==> src/hw/rtl/b64v_pkg.sv <==
// ----------------------------------------------------------------------------
// b64v_pkg
// Types and the character table shared by the base64 variant stream encoder.
// ----------------------------------------------------------------------------
package b64v_pkg;

    typedef logic [7:0] byte_t;
    typedef logic [5:0] code_t;
    typedef logic [6:0] char_t;
    typedef logic [1:0] phase_t;
    typedef logic [3:0] carry_t;

    localparam phase_t PH_FIRST  = 2'd0;
    localparam phase_t PH_SECOND = 2'd1;
    localparam phase_t PH_THIRD  = 2'd2;

    // alphabet A-Z a-z 0-9 _ $
    function automatic char_t code_to_char(input code_t code);
        char_t c;
        c = 7'h00;
        case (code) inside
            [6'd0:6'd25]:  c = 7'h41 + 7'(code);
            [6'd26:6'd51]: c = 7'h61 + 7'(code - 6'd26);
            [6'd52:6'd61]: c = 7'h30 + 7'(code - 6'd52);
            6'd62:         c = 7'h5F;
            default:       c = 7'h24;
        endcase
        return c;
    endfunction

endpackage

==> src/hw/rtl/base64_variant_stream_encoder.sv <==
// ----------------------------------------------------------------------------
// base64_variant_stream_encoder
// Byte stream to base64 variant characters (alphabet ends in '_' and '$').
// ----------------------------------------------------------------------------
// Bytes come in on the slave side, tlast marking the final byte of a message.
// Each group of three bytes is packed least significant byte first and cut
// into 6-bit codes from bit 0 up; a character leaves as soon as its bits are
// known, so a byte gives one character, or two on the third byte of a group
// and on the last byte of a message. There is no '=' padding: a final group
// of one byte gives two characters, one of two bytes gives three. The last
// character of a message carries tlast. A byte is encoded combinationally into a
// two-character output register; a byte that gives one character can be taken
// every cycle while the master side accepts, one that gives two holds the port
// while both characters drain through the single master-side word per cycle.
module base64_variant_stream_encoder
(
    input  logic       clk,
    input  logic       rst_n,
    input  logic       s_tvalid,
    output logic       s_tready,
    input  logic [7:0] s_tdata,     // [7:0] data_byte
    input  logic       s_tlast,     // end_of_message
    output logic       m_tvalid,
    input  logic       m_tready,
    output logic [7:0] m_tdata,     // [6:0] code_char, [7] zero
    output logic       m_tlast      // last_char
);
    import b64v_pkg::*;

    phase_t     phase_reg, phase_next;
    carry_t     carry_reg, carry_next;
    logic [1:0] count_reg, count_next;
    char_t      char0_reg, char0_next;
    char_t      char1_reg, char1_next;
    logic       last0_reg, last0_next;
    logic       last1_reg, last1_next;

    logic       push, pop;
    code_t      code0, code1;
    logic       two_chars;
    logic       last_first;

    assign m_tvalid = (count_reg != 2'd0);
    assign m_tdata  = {1'b0, char0_reg};
    assign m_tlast  = last0_reg;
    assign pop      = m_tvalid && m_tready;
    // room when the register is empty or its only word leaves this cycle
    assign s_tready = (count_reg == 2'd0) || ((count_reg == 2'd1) && m_tready);
    assign push     = s_tvalid && s_tready;

    always_comb
    begin
        code0      = s_tdata[5:0];
        code1      = {4'd0, s_tdata[7:6]};
        two_chars  = s_tlast;
        last_first = 1'b0;
        phase_next = phase_reg;
        carry_next = carry_reg;
        case (phase_reg)
            PH_SECOND:
            begin
                code0      = {s_tdata[3:0], carry_reg[1:0]};
                code1      = {2'd0, s_tdata[7:4]};
                carry_next = s_tdata[7:4];
                phase_next = PH_THIRD;
            end
            PH_THIRD:
            begin
                code0      = {s_tdata[1:0], carry_reg};
                code1      = s_tdata[7:2];
                two_chars  = 1'b1;
                carry_next = 4'd0;
                phase_next = PH_FIRST;
            end
            default:
            begin
                carry_next = {2'd0, s_tdata[7:6]};
                phase_next = PH_SECOND;
            end
        endcase
        if (s_tlast)
        begin
            phase_next = PH_FIRST;
            carry_next = 4'd0;
        end
        if (!push)
        begin
            phase_next = phase_reg;
            carry_next = carry_reg;
        end
    end

    always_comb
    begin
        count_next = count_reg;
        char0_next = char0_reg;
        char1_next = char1_reg;
        last0_next = last0_reg;
        last1_next = last1_reg;
        if (pop)
        begin
            count_next = count_reg - 2'd1;
            char0_next = char1_reg;
            last0_next = last1_reg;
        end
        if (push)
        begin
            count_next = two_chars ? 2'd2 : 2'd1;
            char0_next = code_to_char(code0);
            char1_next = code_to_char(code1);
            last0_next = s_tlast && !two_chars;
            last1_next = s_tlast;
        end
    end

    always_ff @(posedge clk or negedge rst_n)
    begin
        if (!rst_n)
        begin
            phase_reg <= PH_FIRST;
            carry_reg <= 4'd0;
            count_reg <= 2'd0;
        end
        else
        begin
            phase_reg <= phase_next;
            carry_reg <= carry_next;
            count_reg <= count_next;
        end
    end

    always_ff @(posedge clk)
    begin
        char0_reg <= char0_next;
        char1_reg <= char1_next;
        last0_reg <= last0_next;
        last1_reg <= last1_next;
    end

    // at most two words ever held
    assert property (@(posedge clk) disable iff (!rst_n) count_reg != 2'd3)
        else $error("output register overfilled");

    // a byte is only taken when the register is empty by the next edge
    assert property (@(posedge clk) disable iff (!rst_n)
        push |-> (count_reg == 2'd0) || pop)
        else $error("byte accepted over a pending word");

    // a message end restarts the group
    assert property (@(posedge clk) disable iff (!rst_n)
        (push && s_tlast) |=> (phase_reg == PH_FIRST) && (carry_reg == 4'd0))
        else $error("group not restarted after message end");

    // two words always drain to one
    assert property (@(posedge clk) disable iff (!rst_n)
        (count_reg == 2'd2 && m_tready) |=> count_reg == 2'd1)
        else $error("second word lost or repeated");

    // phase three byte never leaves carried bits
    assert property (@(posedge clk) disable iff (!rst_n)
        (push && phase_reg == PH_THIRD) |=> carry_reg == 4'd0)
        else $error("carry left after full group");

endmodule
==> config.mk <==
export PLATFORM = sky130hd
export DESIGN_NAME = base64_variant_stream_encoder
export DESIGN_NICKNAME = d
export VERILOG_FILES = /design/src/hw/rtl/b64v_pkg.sv /design/src/hw/rtl/base64_variant_stream_encoder.sv
export SDC_FILE = /design/constraint.sdc
export NUM_CORES = 1
export LEC_CHECK = 0
export BUFFER_PORTS_ARGS = -buffer_cell sky130_fd_sc_hd__clkbuf_2
export CAP_MARGIN = 20
export CELL_PAD_IN_SITES_DETAIL_PLACEMENT = 1
export CELL_PAD_IN_SITES_GLOBAL_PLACEMENT = 2
export CORE_MARGIN = 1.5
export CORE_UTILIZATION = 39
export DETAILED_ROUTE_END_ITERATION = 8
export PLACE_DENSITY_LB_ADDON = 0.25
export REMOVE_ABC_BUFFERS = 1
export SLEW_MARGIN = 5
export SYNTH_ARGS = -nofsm -noshare
export SYNTH_HDL_FRONTEND = slang
export SYNTH_SLANG_ARGS = --single-unit
==> constraint.sdc <==
create_clock -name clk -period 5.2 [get_ports clk]
set_input_delay 1.04 -clock clk [delete_from_list [all_inputs] [get_ports clk]]
set_output_delay 1.04 -clock clk [all_outputs]
set_load 0.01 [all_outputs]
==> impl_summary.txt, run 1 <==
----------------------------------------------------
[Outcome]
  Result of the run ... completed

[Timing]
  Tmin final ... 3800 ps
  Top achievable clock speed ... roughly 260 MHz
  Final hold violations ... 0
  Skew final ... ~2.4 ps
  Worst-Margin Slew ... 854 ps
  Accumulated negative setup slack ... 0 ps
  Unrepaired setup endpoints after global routing ... no
  Total count of max-transition violations in the final report ... 0
  Max-Slew Margin vs Limit ... ~43%
  Final Cycle Share ... between 70% and 80%
  Final setup viols ... 0

[Die]
  Placeable core region ... ~5900 um^2
  Site Rows ... 28
  Number of top-level design ports ... 24
  Overall die height ... 80.4 um
  Starting density of the core ... about 40%
  Horizontal die dimension ... 80.4 um
  Die Area ... between 6000 and 7000 um^2

[Drt]
  Via Count ... around 2000
  Drt total wl ... between 6000 and 7000 um
  Number of nets with antenna violations after detailed routing ... 0
  Initial DRC count ... 96
  Drt pass-1 iters ... 4
  Via-per-instance ratio ... 5.74
  DRC errors left ... 0
  Routed len/inst ... 17.1 um

[Cells and area]
  Layout overhead on the synthesized area ... 7.33%
  Post-layout instance area ... between 2000 and 3000 um^2
  Net count of the finished layout ... between 300 and 400
  Post-Route Utilization ... about 43%
  Antenna fix cells ... 0
  Layout cell share with drive strength beyond 1 ... a little under a fifth

[Pwr]
  Static power due to leakage ... 0.978 nW
  Maximum VDD drop ... between 0.2 and 0.25 mV
  Total internal power ... between 0.0006 and 0.0007 W
  Switching part of the total ... approximately half
  Power spent charging and discharging nets ... 0.000734 W
  Clock network fraction of total power ... 8.2%
  Design Power ... about 0.0014 W
  Portion of total power attributed to sequential cells ... ~22%
  Power density over the cells ... approximately 570 nW/um^2
  Portion of total power attributed to combinational logic ... a little over two thirds

[CTS]
  Number of buffers on the longest clock path ... 2
  Total of hold buffers inserted after clock tree synthesis ... 0
  Buffer type at the clock tree root ... clkbuf_8
  Clock Sink Count ... 24
  PostCTS Resize Cnt ... 0
  Clock-pin slew of the registers on the worst-case setup and hold paths ... around 90 ps
  H-tree Lvls ... 1
  Number of buffers added by the clock tree synthesis step ... 3
  TritonCTS clock tree ... yes
  Buffers inserted by post-CTS timing repair ... 0
  Clock insertion delay at the later pin of the skew report ... roughly 270 ps

[Placed design]
  HPWL after DPL ... around 4700 um
  Cell area after placement ... roughly 2500 um^2
  Port Buffers ... 22
  Final RePlAce weighted congestion ... between 0.8 and 0.9

[Worst setup path]
  Largest fanout on the critical path ... 18
  Buffers plus inverters on the worst setup path ... 2
  Required time reported for the critical path endpoint ... about 5300 ps
  Arrival time of data at the critical path endpoint ... 3920 ps
  Cell with the largest stage delay on the worst path ... o21ai_1
  Cell-by-cell listing of the critical path ... inv_1, ha_1, o21ai_0, o21ai_1, inv_1, ha_1, nor2_1, a21oi_1, o21ai_4, nand2_4, or3_1, o211ai_2
  Top cell family by delay on the critical path ... compound AO/OA/AOI/OAI gates
  Crit-path max cell delay ... roughly 600 ps
  Crit end category ... flop
  Worst setup path class ... flop to flop
  Type of element launching the critical path ... flop

[Logic synthesis]
  Post-synthesis cell count ... about 270
  Yosys reg bits ... 24
  Post-synth design cell area ... approximately 2300 um^2
  Share of synthesized flip-flops with an asynchronous set or reset ... between 30% and 40%
  Ranking of synthesized cells by area ... edfxtp_1, ha_1, dfrtp_1
  Top flip-flop cell by instance count after synthesis ... edfxtp_1
  Number of enable flip-flop cells after synthesis ... 16
  Commonest cells post-synth ... nand2_1, ha_1, edfxtp_1, inv_1
  Synthesized area per cell ... approximately 9 um^2
  Post-synth top area share ... between 20% and 30%
  Sequential share of the synthesized area ... between 20% and 30%
  Most instantiated library cell after synthesis ... nand2_1
  Number of warning messages in the yosys log ... 0
  Number of unique standard cell types used by synthesis ... between 60 and 70
  Cell type with the highest aggregate area in the netlist ... edfxtp_1

[GRT]
  Largest net degree at the start of global routing ... 28
  Gr ovfl total ... 0
  First-pass GRT wire length ... 9970 um
  Via count of the first global-routing pass ... 1965
  GRT Total Usage ... between 10% and 20%
  Number of antenna violations at the first check in global routing ... 0

[Run]
  Max-cap violation count ... 0

[Worst hold path]
  Type of the most critical hold path ... flop to flop

----------------------------------------------------
-- worst paths after layout --
kind / startpoint / endpoint / slack, ps / depth (start not counted)
setup / recovery: phase_reg[1] / char0_reg[4] / 1400 / 12
hold / removal: carry_reg[1] / carry_reg[1] / 490 / 2
setup reg to reg: phase_reg[1] / char0_reg[4] / 1400 / 12
hold reg to reg: carry_reg[1] / carry_reg[1] / 490 / 2
max in group asynchronous: rst_n / count_reg[0] / 4410 / 1
min in group asynchronous: rst_n / carry_reg[0] / 610 / 1
-- layer usage --
| layer | vias to the layer above | global-route usage [%] | part of all wire (%) |
|---|---|---|---|
| li1 | 1001 | - | - |
| met1 | 983 | 25.5 | 47 |
| met2 | 35 | 35.5 | 49 |
| met3 | 6 | 1.02 | 2.4 |
| met4 | 0 | 5.34 | 1.2 |
| met5 | - | 0 | 0 |
-- through the flow --
step	std cells	hold WS (ps)	setup WS [ps]
after floorplan	249	442	1950
after global placement	349	458	1730
after detailed placement	349	464	1480
after CTS	353	488	1420
after global routing	353	534	1080
final	353	488	1400
-- cells by family after synthesis --
kind of cell             share of synthesized area [%]
AND/OR/NAND/NOR                                   21.1
AO/OA/AOI/OAI                                     30.4
buffers and inverters                             6.85
flip-flops                                        29.1
adder cells (fa/ha/maj)                           9.63
XOR/XNOR                                          2.25
other                                            0.160
multiplexers                                     0.482
-- worst register-to-register path: stages (launching register included) --
cell and delay [ps]:
dfrtp_1 400, inv_1 80, ha_1 540, o21ai_0 200
o21ai_1 600, inv_1 190, ha_1 310, nor2_1 320
a21oi_1 140, o21ai_4 210, nand2_4 120, or3_1 460
o211ai_2 90
-- power groups by stage --
stage	registers [W]	logic, W	clock network (W)
after CTS	0.000323	0.000994	0.000124
final	0.000322	0.000994	0.000117
after detailed placement	0.000328	0.000988	0
after global routing	0.000329	0.00110	0.000128
after floorplan	0.000337	0.000718	0
after global placement	0.000327	0.000985	0
-- layout make-up --
type                            count  area [um^2]
Clock buffer                        4         45.0
Fill cell                         717         3340
Inverter                           16         60.1
Multi-Input combinational cell    209         1500
Sequential cell                    24          681
Tap cell                           75         93.8
Timing Repair Buffer               25          133
-- layout by cell type (no fill, tap or decap), types with 2 or more instances in the layout --
master	Yosys	final
nor4_2	2	2
o211ai_1	6	6
clkbuf_8	0	3
o21ai_1	2	2
nand3_1	10	10
nor2_1	14	14
a22o_1	2	2
nor3b_1	2	2
nor2b_1	3	3
a2bb2oi_1	2	2
or2_2	2	2
xnor2_1	2	2
nand2_1	36	36
a211oi_1	3	3
o21ai_0	14	14
a21o_1	5	5
a221oi_1	2	2
o21a_1	6	6
or4_4	2	2
clkbuf_2	0	22
edfxtp_1	16	16
nor3_1	6	6
xor2_1	4	4
o41ai_1	2	2
buf_4	1	3
and2_1	3	3
inv_1	16	16
ha_1	18	18
or3_1	2	2
nand3b_1	3	3
a22oi_1	3	3
nand2b_1	4	4
o22ai_1	3	3
a21oi_1	11	11
dfrtp_1	8	8
o31ai_1	3	3
a31o_2	2	2
No activity file was read; power rests on OpenSTA's default activity.
==> run 2, diff against run 1 <==
--- a/config.mk
+++ b/config.mk
@@ -10,7 +10,7 @@
 export CELL_PAD_IN_SITES_DETAIL_PLACEMENT = 1
 export CELL_PAD_IN_SITES_GLOBAL_PLACEMENT = 2
 export CORE_MARGIN = 1.5
-export CORE_UTILIZATION = 39
+export CORE_UTILIZATION = 37
 export DETAILED_ROUTE_END_ITERATION = 8
 export PLACE_DENSITY_LB_ADDON = 0.25
 export REMOVE_ABC_BUFFERS = 1
==> constraint.sdc (replaced) <==
create_clock -name clk -period 3.6 [get_ports clk]
set_input_delay 0.72 -clock clk [delete_from_list [all_inputs] [get_ports clk]]
set_output_delay 0.72 -clock clk [all_outputs]
set_load 0.01 [all_outputs]
==> impl_summary.txt, run 2 (synthesis results as in run 1) <==
----------------------------------------------------
[Cells and area]
  Antenna fix cells ... 0 (unchanged)
  Leading cell types in the layout, fill and taps excluded ... nand2_1, clkbuf_2, ha_1 (unchanged)
  Layout overhead on the synthesized area ... 11.7% (was 7.33%)
  Post-layout instance area ... 2610 um^2 (was 2510 um^2)
  Most common cell after layout, fill and taps aside ... nand2_1 (unchanged)
  Net count of the finished layout ... 320 (was 310)
  Layout cell share with drive strength beyond 1 ... 21.5% (was 18.3%)

[Drt]
  Initial DRC count ... 93 (was 96)
  Drt total wl ... 6150 um (was 6020 um)
  Routed len/inst ... 16.9 um (was 17.1 um)
  Via-per-instance ratio ... 5.64 (was 5.74)
  DRC errors left ... 0 (unchanged)
  Drt pass-1 iters ... 4 (unchanged)
  Via Count ... 2048 (was 2025)
  Number of nets with antenna violations after detailed routing ... 0 (unchanged)

[Outcome]
  Result of the run ... completed (unchanged)

[Worst setup path]
  Cell-by-cell listing of the critical path ... inv_1, ha_1, buf_4, o21ai_0, o21ai_2, inv_1, ha_1, nor2_1, buf_4, nand2_1, nor4_2, a211oi_1, o21ai_0 (was inv_1, ha_1, o21ai_0, o21ai_1, inv_1, ha_1, nor2_1, a21oi_1, o21ai_4, nand2_4, or3_1, o211ai_2)
  Type of element launching the critical path ... flop (unchanged)
  Crit end category ... flop (unchanged)
  Buffers plus inverters on the worst setup path ... 4 (was 2)
  Top cell family by delay on the critical path ... adder cells (was compound AO/OA/AOI/OAI gates)
  Required time reported for the critical path endpoint ... 3700 ps (was 5320 ps)
  Source of the critical timing path ... phase_reg[0] (was phase_reg[1])
  Worst setup path class ... flop to flop (unchanged)
  Arrival time of data at the critical path endpoint ... 3270 ps (was 3920 ps)
  Crit-path max cell delay ... 460 ps (was 600 ps)
  Cell with the largest stage delay on the worst path ... ha_1 (was o21ai_1)
  Largest fanout on the critical path ... 15 (was 18)
  Launch point of the worst reg-to-reg path ... phase_reg[0] (was phase_reg[1])

[CTS]
  Clock Sink Count ... 24 (unchanged)
  Clock insertion delay at the later pin of the skew report ... 280 ps (was 270 ps)
  Buffer type at the clock tree root ... clkbuf_8 (unchanged)
  TritonCTS clock tree ... yes (unchanged)
  H-tree Lvls ... 1 (unchanged)
  Total of hold buffers inserted after clock tree synthesis ... 0 (unchanged)
  PostCTS Resize Cnt ... 0 (unchanged)
  Buffers inserted by post-CTS timing repair ... 0 (unchanged)
  Clock-pin slew of the registers on the worst-case setup and hold paths ... 100 ps (was 90 ps)
  Number of buffers on the longest clock path ... 2 (unchanged)
  Number of buffers added by the clock tree synthesis step ... 3 (unchanged)

[Timing]
  Accumulated negative setup slack ... 0 ps (unchanged)
  Min setup slack post-route ... 431 ps (was 1400 ps)
  Max-Slew Margin vs Limit ... 61.9% (was 43.0%)
  Total count of max-transition violations in the final report ... 0 (unchanged)
  Worst-Margin Slew ... 566 ps (was 854 ps)
  Final setup viols ... 0 (unchanged)
  Unrepaired setup endpoints after global routing ... no (unchanged)
  Top achievable clock speed ... 316 MHz (was 263 MHz)
  Final Cycle Share ... 88.0% (was 73.1%)
  Tmin final ... 3170 ps (was 3800 ps)
  Final hold violations ... 0 (unchanged)
  Skew final ... 11.2 ps (was 2.44 ps)

[Placed design]
  Port Buffers ... 22 (unchanged)
  Cell area after placement ... 2540 um^2 (was 2460 um^2)
  Final RePlAce weighted congestion ... 0.835 (was 0.894)
  Minimum setup slack after placement ... 470 ps (was 1480 ps)
  HPWL after DPL ... 4860 um (was 4660 um)

[Pwr]
  Design Power ... 0.00222 W (was 0.00143 W)
  Maximum VDD drop ... 0.376 mV (was 0.229 mV)
  Power density over the cells ... 849 nW/um^2 (was 571 nW/um^2)
  Static power due to leakage ... 1.04 nW (was 0.978 nW)

[Die]
  Placeable core region ... 6030 um^2 (was 5850 um^2)
  Overall die height ... 82.5 um (was 80.4 um)
  Number of top-level design ports ... 24 (unchanged)
  Die Area ... 6810 um^2 (was 6470 um^2)
  Horizontal die dimension ... 82.5 um (was 80.4 um)
  Starting density of the core ... 38.8% (was 40.0%)
  Site Rows ... 28 (unchanged)

[GRT]
  GRT Total Usage ... 20.3% (was 19.8%)
  Largest net degree at the start of global routing ... 21 (was 28)
  Gr ovfl total ... 0 (unchanged)
  Via count of the first global-routing pass ... 2103 (was 1965)
  Number of antenna violations at the first check in global routing ... 0 (unchanged)
  First-pass GRT wire length ... 10600 um (was 9970 um)

[Run]
  Max-cap violation count ... 0 (unchanged)

[Worst hold path]
  Type of the most critical hold path ... input port to async pin (was flop to flop)

----------------------------------------------------
[run 2: area by class of cell]
class	count	area [um^2]
sequential	24	681
tap	75	93.8
fill	752	3410
multi-input combinational	209	1500
clock buffer	3	41.3
inverter	16	60.1
timing repair buffer	35	208
clock inverter	1	30.0
[run 2: through the flow]
step	std cells	util (%)	hold WS, ps
CTS	363	43.3	273
finish	363	43.3	276
global placement	359	42.2	467
detailed placement	359	42.2	490
global route	363	43.3	276
floorplan	249	-	424
[run 2: path summary, 6_finish.rpt]
| kind | end | slack (ps) | cells after the start |
|---|---|---|---|
| max in group asynchronous | count_reg[0] | 3140 | 1 |
| min reg2reg | carry_reg[2] | 510 | 2 |
| min in group clk | carry_reg[2] | 510 | 2 |
| min | carry_reg[2] | 280 | 1 |
| max reg2reg | char0_reg[1] | 430 | 13 |
| max | char0_reg[1] | 430 | 13 |
[run 2: power by group]
group | switching (W) | internal [W] | leakage [nW]
clock network | 0.0000954 | 0.000149 | 0.0357
logic | 0.000950 | 0.000558 | 0.749
registers | 0.0000356 | 0.000430 | 0.255
[run 2: worst register-to-register path, stage by stage (launching register included)]
cell      delay [ps]
dfrtp_1          390
inv_1             80
ha_1             460
buf_4            240
o21ai_0          100
o21ai_2          210
inv_1             90
ha_1             250
nor2_1           190
buf_4            160
nand2_1           60
nor4_2           430
a211oi_1         100
o21ai_0          220
[run 2: per-layer routing]
metal	track usage, %	vias up	routed length, um
li1	-	1022	-
met1	28.4	990	3080
met2	34.2	30	2880
met3	1.10	6	123
met4	5.00	0	65
met5	0	-	0
